File: config.mk
export PLATFORM = sky130hd
export DESIGN_NAME = stack_with_search
export DESIGN_NICKNAME = d
export VERILOG_FILES = /design/src/rtl/sws_pkg.sv /design/src/rtl/sws_ram.sv /design/src/rtl/stack_with_search.sv
export SDC_FILE = /design/constraint.sdc
export NUM_CORES = 2
export LEC_CHECK = 0
export ABC_AREA = 1
export BUFFER_PORTS_ARGS = -buffer_cell sky130_fd_sc_hd__buf_2
export CAP_MARGIN = 25
export CORE_ASPECT_RATIO = 0.5
export CORE_MARGIN = 5
export CORE_UTILIZATION = 35
export CTS_CLUSTER_SIZE = 30
export DETAILED_ROUTE_END_ITERATION = 12
export GPL_TIMING_DRIVEN = 0
export PLACE_DENSITY_LB_ADDON = 0.2
export SYNTH_ARGS = -nofsm -noshare
export SYNTH_HDL_FRONTEND = slang
export SYNTH_SLANG_ARGS = --single-unit
File: constraint.sdc
create_clock -name clk -period 7.7 [get_ports clk]
set_input_delay 0 -clock clk [delete_from_list [all_inputs] [get_ports clk]]
set_output_delay 0 -clock clk [all_outputs]
set_load 0.01 [all_outputs]
File: src/rtl/sws_pkg.sv
// Package for the stack with search: item types, operation and status codes.
// No dependencies.
package sws_pkg;

  localparam logic [1:0] OP_PUSH   = 2'd0;
  localparam logic [1:0] OP_POP    = 2'd1;
  localparam logic [1:0] OP_SEARCH = 2'd2;
  localparam logic [1:0] OP_STATUS = 2'd3;

  localparam logic [1:0] ST_OK         = 2'd0;
  localparam logic [1:0] ST_POP_EMPTY  = 2'd1;
  localparam logic [1:0] ST_PUSH_FULL  = 2'd2;

  typedef struct packed {
    logic [1:0]  opcode;
    logic [31:0] value;
  } in_item_t;

  typedef struct packed {
    logic [31:0] top_value;
    logic        top_valid;
    logic [6:0]  entries_held;
    logic        found;
    logic [5:0]  found_position;
    logic [1:0]  status;
  } out_item_t;

endpackage

File: src/rtl/sws_ram.sv
// Entry store of the stack: one write port, one read port, registered read data.
// No dependencies.
module sws_ram #(
  parameter int DEPTH = 64,
  parameter int WIDTH = 32,
  localparam int AW = $clog2(DEPTH)
) (
  input  logic             clk,
  input  logic             wr_en,
  input  logic [AW-1:0]    wr_addr,
  input  logic [WIDTH-1:0] wr_data,
  input  logic             rd_en,
  input  logic [AW-1:0]    rd_addr,
  output logic [WIDTH-1:0] rd_data
);

  logic [WIDTH-1:0] mem [DEPTH];

  always_ff @(posedge clk) begin
    if (wr_en) begin
      mem[wr_addr] <= wr_data;
    end
  end

  always_ff @(posedge clk) begin
    if (rd_en) begin
      rd_data <= mem[rd_addr];
    end
  end

endmodule

File: src/rtl/stack_with_search.sv
// Top level of the stack with search: sequencer, top-of-stack register, result register.
// Depends on sws_pkg and sws_ram.
//
//   channel | signals                     | payload
//   in      | in_valid / in_ready         | in_item  (opcode, value)
//   out     | out_valid / out_ready       | out_item (top, count, search result, status)
//
// Push and status go from accept to S_DONE and then into the result register; a
// pop that removes an entry passes through S_POP first, since it waits on the
// store's read port. A search reads one entry per cycle from the top down.
// Reset empties the stack at once (fill count only). A waiting result holds the
// next item's completion, not its acceptance.
module stack_with_search
  import sws_pkg::*;
#(
  parameter int DEPTH      = 64,
  parameter int DATA_WIDTH = 32
) (
  input  logic      clk,
  input  logic      rst,
  input  logic      in_valid,
  output logic      in_ready,
  input  in_item_t  in_item,
  output logic      out_valid,
  input  logic      out_ready,
  output out_item_t out_item
);

  localparam int AW = $clog2(DEPTH);
  localparam int CW = $clog2(DEPTH + 1);

  localparam logic [1:0] S_IDLE = 2'd0;
  localparam logic [1:0] S_POP  = 2'd1;
  localparam logic [1:0] S_SRCH = 2'd2;
  localparam logic [1:0] S_DONE = 2'd3;

  logic [1:0]            state;
  logic [CW-1:0]         fill;
  logic [DATA_WIDTH-1:0] top;
  logic [DATA_WIDTH-1:0] key;
  logic [AW-1:0]         cmp_idx;
  logic                  found;
  logic [AW-1:0]         pos;
  logic [1:0]            status;

  logic                  accept;
  logic                  res_load;
  logic [DATA_WIDTH-1:0] in_val;
  logic                  wr_en;
  logic                  rd_en;
  logic [AW-1:0]         rd_addr;
  logic [DATA_WIDTH-1:0] rd_data;

  assign in_ready = (state == S_IDLE);
  assign accept   = in_valid && in_ready;
  assign res_load = (state == S_DONE) && (!out_valid || out_ready);
  assign in_val   = DATA_WIDTH'(in_item.value);
  assign wr_en    = accept && (in_item.opcode == OP_PUSH) && (fill != CW'(DEPTH));

  always_comb begin
    rd_en   = 1'b0;
    rd_addr = cmp_idx - AW'(1);
    unique case (state)
      S_IDLE: begin
        if (accept && in_item.opcode == OP_POP && fill > CW'(1)) begin
          rd_en   = 1'b1;
          rd_addr = AW'(fill - CW'(2));
        end else if (accept && in_item.opcode == OP_SEARCH && fill != '0) begin
          rd_en   = 1'b1;
          rd_addr = AW'(fill - CW'(1));
        end
      end
      S_SRCH: begin
        rd_en = (rd_data != key) && (cmp_idx != '0);
      end
      S_POP, S_DONE: begin
        rd_en = 1'b0;
      end
      default: begin
        rd_en = 1'b0;
      end
    endcase
  end

  sws_ram #(
    .DEPTH (DEPTH),
    .WIDTH (DATA_WIDTH)
  ) u_ram (
    .clk     (clk),
    .wr_en   (wr_en),
    .wr_addr (AW'(fill)),
    .wr_data (in_val),
    .rd_en   (rd_en),
    .rd_addr (rd_addr),
    .rd_data (rd_data)
  );

  always_ff @(posedge clk) begin
    if (rst) begin
      state <= S_IDLE;
      fill  <= '0;
    end else begin
      unique case (state)
        S_IDLE: begin
          if (accept) begin
            found  <= 1'b0;
            pos    <= '0;
            status <= ST_OK;
            key    <= in_val;
            state  <= S_DONE;
            case (in_item.opcode)
              OP_PUSH: begin
                if (fill == CW'(DEPTH)) begin
                  status <= ST_PUSH_FULL;
                end else begin
                  fill <= fill + CW'(1);
                  top  <= in_val;
                end
              end
              OP_POP: begin
                if (fill == '0) begin
                  status <= ST_POP_EMPTY;
                end else begin
                  fill  <= fill - CW'(1);
                  state <= S_POP;
                end
              end
              OP_SEARCH: begin
                if (fill != '0) begin
                  cmp_idx <= AW'(fill - CW'(1));
                  state   <= S_SRCH;
                end
              end
              default: begin
              end
            endcase
          end
        end
        S_POP: begin
          top   <= rd_data;
          state <= S_DONE;
        end
        S_SRCH: begin
          if (rd_data == key) begin
            found <= 1'b1;
            pos   <= cmp_idx;
            state <= S_DONE;
          end else if (cmp_idx == '0) begin
            state <= S_DONE;
          end else begin
            cmp_idx <= cmp_idx - AW'(1);
          end
        end
        S_DONE: begin
          if (res_load) begin
            state <= S_IDLE;
          end
        end
        default: begin
          state <= S_IDLE;
        end
      endcase
    end
  end

  always_ff @(posedge clk) begin
    if (rst) begin
      out_valid <= 1'b0;
    end else if (res_load) begin
      out_valid <= 1'b1;
    end else if (out_ready) begin
      out_valid <= 1'b0;
    end
  end

  always_ff @(posedge clk) begin
    if (res_load) begin
      out_item.top_value      <= (fill != '0) ? 32'(top) : '0;
      out_item.top_valid      <= (fill != '0);
      out_item.entries_held   <= 7'(fill);
      out_item.found          <= found;
      out_item.found_position <= 6'(pos);
      out_item.status         <= status;
    end
  end

  a_fill_bound: assert property (@(posedge clk) disable iff (rst)
    fill <= CW'(DEPTH))
    else $error("fill count beyond depth");

  a_accept_leaves_idle: assert property (@(posedge clk) disable iff (rst)
    accept |=> state != S_IDLE)
    else $error("accepted item did not start an operation");

  a_result_loaded: assert property (@(posedge clk) disable iff (rst)
    res_load |=> out_valid && state == S_IDLE)
    else $error("finished operation did not present a result");

  a_search_nonempty: assert property (@(posedge clk) disable iff (rst)
    state == S_SRCH |-> fill != '0)
    else $error("search scan on empty stack");

  a_write_on_accept: assert property (@(posedge clk) disable iff (rst)
    wr_en |-> accept && fill < CW'(DEPTH))
    else $error("store write outside an accepted push");

endmodule
==> qor.csv <==
stage,metric,value,unit
place,io_buffers,87,
pwr,seqPwrFrac,0.380,
grt,grt_usage,0.240,
critical_path,slowest_stage,buf_2,
grt,grt_pass1_vias,63900,
pwr,pwr_density_cell,320,mW/mm^2
routing,dr.first_iter.drc_count,9819,
routing,wl_per_cell,27.9,um
critical_path,start_kind,register,
clocking,cts_made_buffers,218,
clocking,cts_root_buffer,clkbuf_16,
critical_path,worst-path-max-fanout,10,
place,routabilityCongestion,0.981,
pwr,internal_power,0.0220,W
floorplanning,initial_utilization,0.353,
critical_path,cp.required,8280,ps
critical_path,worst-setup-path-type,register to register,
synth,synth_nets,8587,
synth,ys_warn_count,0,
sta,min_period_over_period,0.758,
grt,met3_usage,0.0719,
floorplanning,dieArea,0.289,mm^2
critical_path,critPathTopFamily,simple AND/OR/NAND/NOR gates,
synth,syn_inst,8532,
clocking,clock_sinks,2218,
place,place_ws,2230,ps
critical_path,cp_cell_sequence,buf_2 > inv_1 > clkbuf_1 > ha_1 > nand2_1 > nor2_2 > nand2_4 > nand2_4 > o21ai_0 > nand2_1 > o21ai_2 > buf_2 > clkbuf_1 > nand3_1 > nand3_1 > nand3_1 > nand3_1 > nand2_1,
clocking,cts_setup_buffers,0,
routing,dr.pass1.iters,9,
pwr,p_sw,0.0140,W
synth,avgSynthCellArea,11.4,um^2
place,placed_cell_area,0.105,mm^2
clocking,cts.repair.resized,0,
grt,grt_use_met1,0.347,
clocking,path_clk_slew,70,ps
synth,synth_cell_types,40,
clocking,clockBufferDepth,4,
critical_path,crit_buf_inv,5,
routing,dr_total_vias,69100,
synth,synth_area,0.0972,mm^2
sta,max_clock_freq,0.171,GHz
run_status,status,completed,
pwr,combPwrFrac,0.330,
place,hpwl,259,mm
grt,antenna_found_initial,42,
routing,ant_nets,0,
grt,overflow,0,
sta,setup-violations-final,0,
finish,drive_gt1_frac,0.115,
synth,synth_seq_cells,2218,
sta,fin_worst_skew,65.9,ps
min_path,hp-class,input pin to register,
pwr,p_sw_frac,0.388,
clocking,cts_tree,built,
finish,nets,9068,
critical_path,cp_common_cell,nand3_1,
sta,rsz0062_at_grt,no,
finish,layout.cells.most_common,edfxtp_1,
synth,seq_area_frac_synth,0.684,
grt,grt_pass1_wl,491,mm
sta,setup_slack,1870,ps
pwr,pwr-share-clk,0.290,
critical_path,critPathCaptureType,register,
pwr,vdd_ir_drop_max,0.232,mV
grt,grt_busiest_layer,met1,
sta,final-hold-violation-count,0,
finish,layout_common_cells,"2208 x edfxtp_1, 2196 x nand3_1, 1253 x nand2_1, 1222 x inv_1, 764 x nand3b_1",
finish,fin_util,0.408,
routing,wl,358,mm
sta,tightest_slew,1150,ps
floorplanning,placementRows,136,
pwr,power.leakage,43.0,nW
sta,drv_slew,0,
routing,drcViolationCount,0,
finish,synthToLayoutAreaGrowth,15.7,%
critical_path,crit_arrival,6420,ps
critical_path,max_stage_delay,740,ps
routing,viasPerCell,5.38,
sta,slew-limit-headroom,0.232,
sta,min_period,5830,ps
sta,hold_ws,51.1,ps
finish,final_area,0.112,mm^2
clocking,clk_latency,900,ps
grt,grt_max_degree,67,
flow_run,max_cap_viol_count,0,
floorplanning,die_h,383,um
floorplanning,die_x,755,um
floorplanning,core_area,0.276,mm^2
grt,grt.met2_usage,0.347,
clocking,cts.htree.levels,4,
floorplanning,pin_count,89,
-- state kept, by name (all words and copies together) (netlist names), 2 cells and up --
signal,count
key,32
cmp_idx,6
state,2
status,2
fill,7
u_ram.rd_data,32
pos,6
top,32
out_item,49
u_ram.mem,2048
-- worst register-to-register path: stages (launching register included) --
cell and delay (ps):
dfxtp_1 440, buf_2 290, inv_1 140, clkbuf_1 260, ha_1 300, nand2_1 130, nor2_2 70, nand2_4 140
nand2_4 100, o21ai_0 290, nand2_1 120, o21ai_2 410, buf_2 750, clkbuf_1 520, nand3_1 270, nand3_1 200
nand3_1 440, nand3_1 480, nand2_1 200
-- routing by layer --
layer,vias up,part of all wire
li1,30500,-
met1,34500,0.43
met2,3506,0.41
met3,570,0.12
met4,8,0.033
met5,-,0.00013
-- area by class of cell --
| cell class | instances | area [um^2] |
|---|---|---|
| diodes | 10 | 25.0 |
| plain buffers | 572 | 2750 |
| clock buffers | 272 | 5740 |
| clock inverters | 117 | 875 |
| fillers | 26100 | 163000 |
| inverters | 1230 | 4620 |
| multi-input cells | 4512 | 23900 |
| flip-flops and latches | 2218 | 66500 |
| well taps | 3657 | 4580 |
| repair buffers | 261 | 3510 |
-- per-stage QoR --
| step | total power (W) | setup TNS (ps) | cells |
|---|---|---|---|
| final | 0.0360 | 0 | 12800 |
| after global routing | 0.0371 | 0 | 12800 |
| after CTS | 0.0357 | 0 | 12800 |
| after detailed placement | 0.0254 | 0 | 12400 |
| after global placement | 0.0252 | -119750 | 12300 |
| after floorplan | 0.0197 | 0 | 8532 |
-- timing repair --
item                                    4_1_cts  5_1_grt
hold buffers                                 45        0
endpoints found under the hold margin      2229        0
endpoints found under the setup margin        0        0
-- cell families (layout without fill, tap and decap cells) --
| logic type | count (synthesis) | count (layout) | share of synthesized area |
|---|---|---|---|
| buffers and inverters | 1802 | 2452 | 0.0758 |
| adder cells (fa/ha/maj) | 17 | 17 | 0.00219 |
| other | 0 | 10 | 0 |
| multiplexers | 30 | 30 | 0.00347 |
| flip-flops | 2218 | 2218 | 0.684 |
| AND/OR/NAND/NOR | 4380 | 4380 | 0.228 |
| XOR/XNOR | 39 | 39 | 0.00351 |
| AO/OA/AOI/OAI | 46 | 46 | 0.00275 |
-- power groups by stage --
stage                     Sequential (W)  Clock, W  Combinational, W
after floorplan                   0.0139         0           0.00578
after global placement            0.0140         0            0.0112
after detailed placement          0.0139         0            0.0114
after CTS                         0.0137    0.0105            0.0115
after global routing              0.0137    0.0110            0.0124
final                             0.0137    0.0104            0.0119
-- cell usage after synthesis (all sizes together) --
cell | n | share of area
edfxtp | 2208 | 0.68
nand3 | 2197 | 0.11
nand2 | 1263 | 0.049
inv | 1229 | 0.047
nand3b | 764 | 0.059
buf | 463 | 0.024
nor2 | 125 | 0.0050
clkbuf | 109 | 0.0042
xnor2 | 32 | 0.0029
mux2 | 30 | 0.0035
o21ai | 21 | 0.0011
ha | 17 | 0.0022
a21oi | 14 | 0.00072
nor3 | 13 | 0.00067
nand4 | 11 | 0.00071
dfxtp | 10 | 0.0021
xor2 | 7 | 0.00063
a211oi | 3 | 0.00023
nor4 | 3 | 0.00019
or2 | 3 | 0.00019
o221ai | 2 | 0.00018
a21boi | 1 | 0.000077
a221oi | 1 | 0.000090
clkinv | 1 | 0.000039
nor3b | 1 | 0.000077
o211ai | 1 | 0.000077
o221a | 1 | 0.00012
o22ai | 1 | 0.000064
o31ai | 1 | 0.000077
-- worst paths after layout --
| check | slack [ps] | cells past startpoint | to | startpoint |
|---|---|---|---|---|
| worst max-delay path | 1870 | 18 | u_ram.rd_data[16]$_DFFE_PP_ | fill[0]$_SDFFE_PP0P_ |
| worst min-delay path | 50 | 3 | top[2]$_DFFE_PP_ | in_item[2] |
| worst max register to register | 1870 | 18 | u_ram.rd_data[16]$_DFFE_PP_ | fill[0]$_SDFFE_PP0P_ |
| worst min register to register | 420 | 0 | out_item[4]$_DFFE_PP_ | pos[2]$_SDFFCE_PN0P_ |
Power figures use the tool's default switching activity.
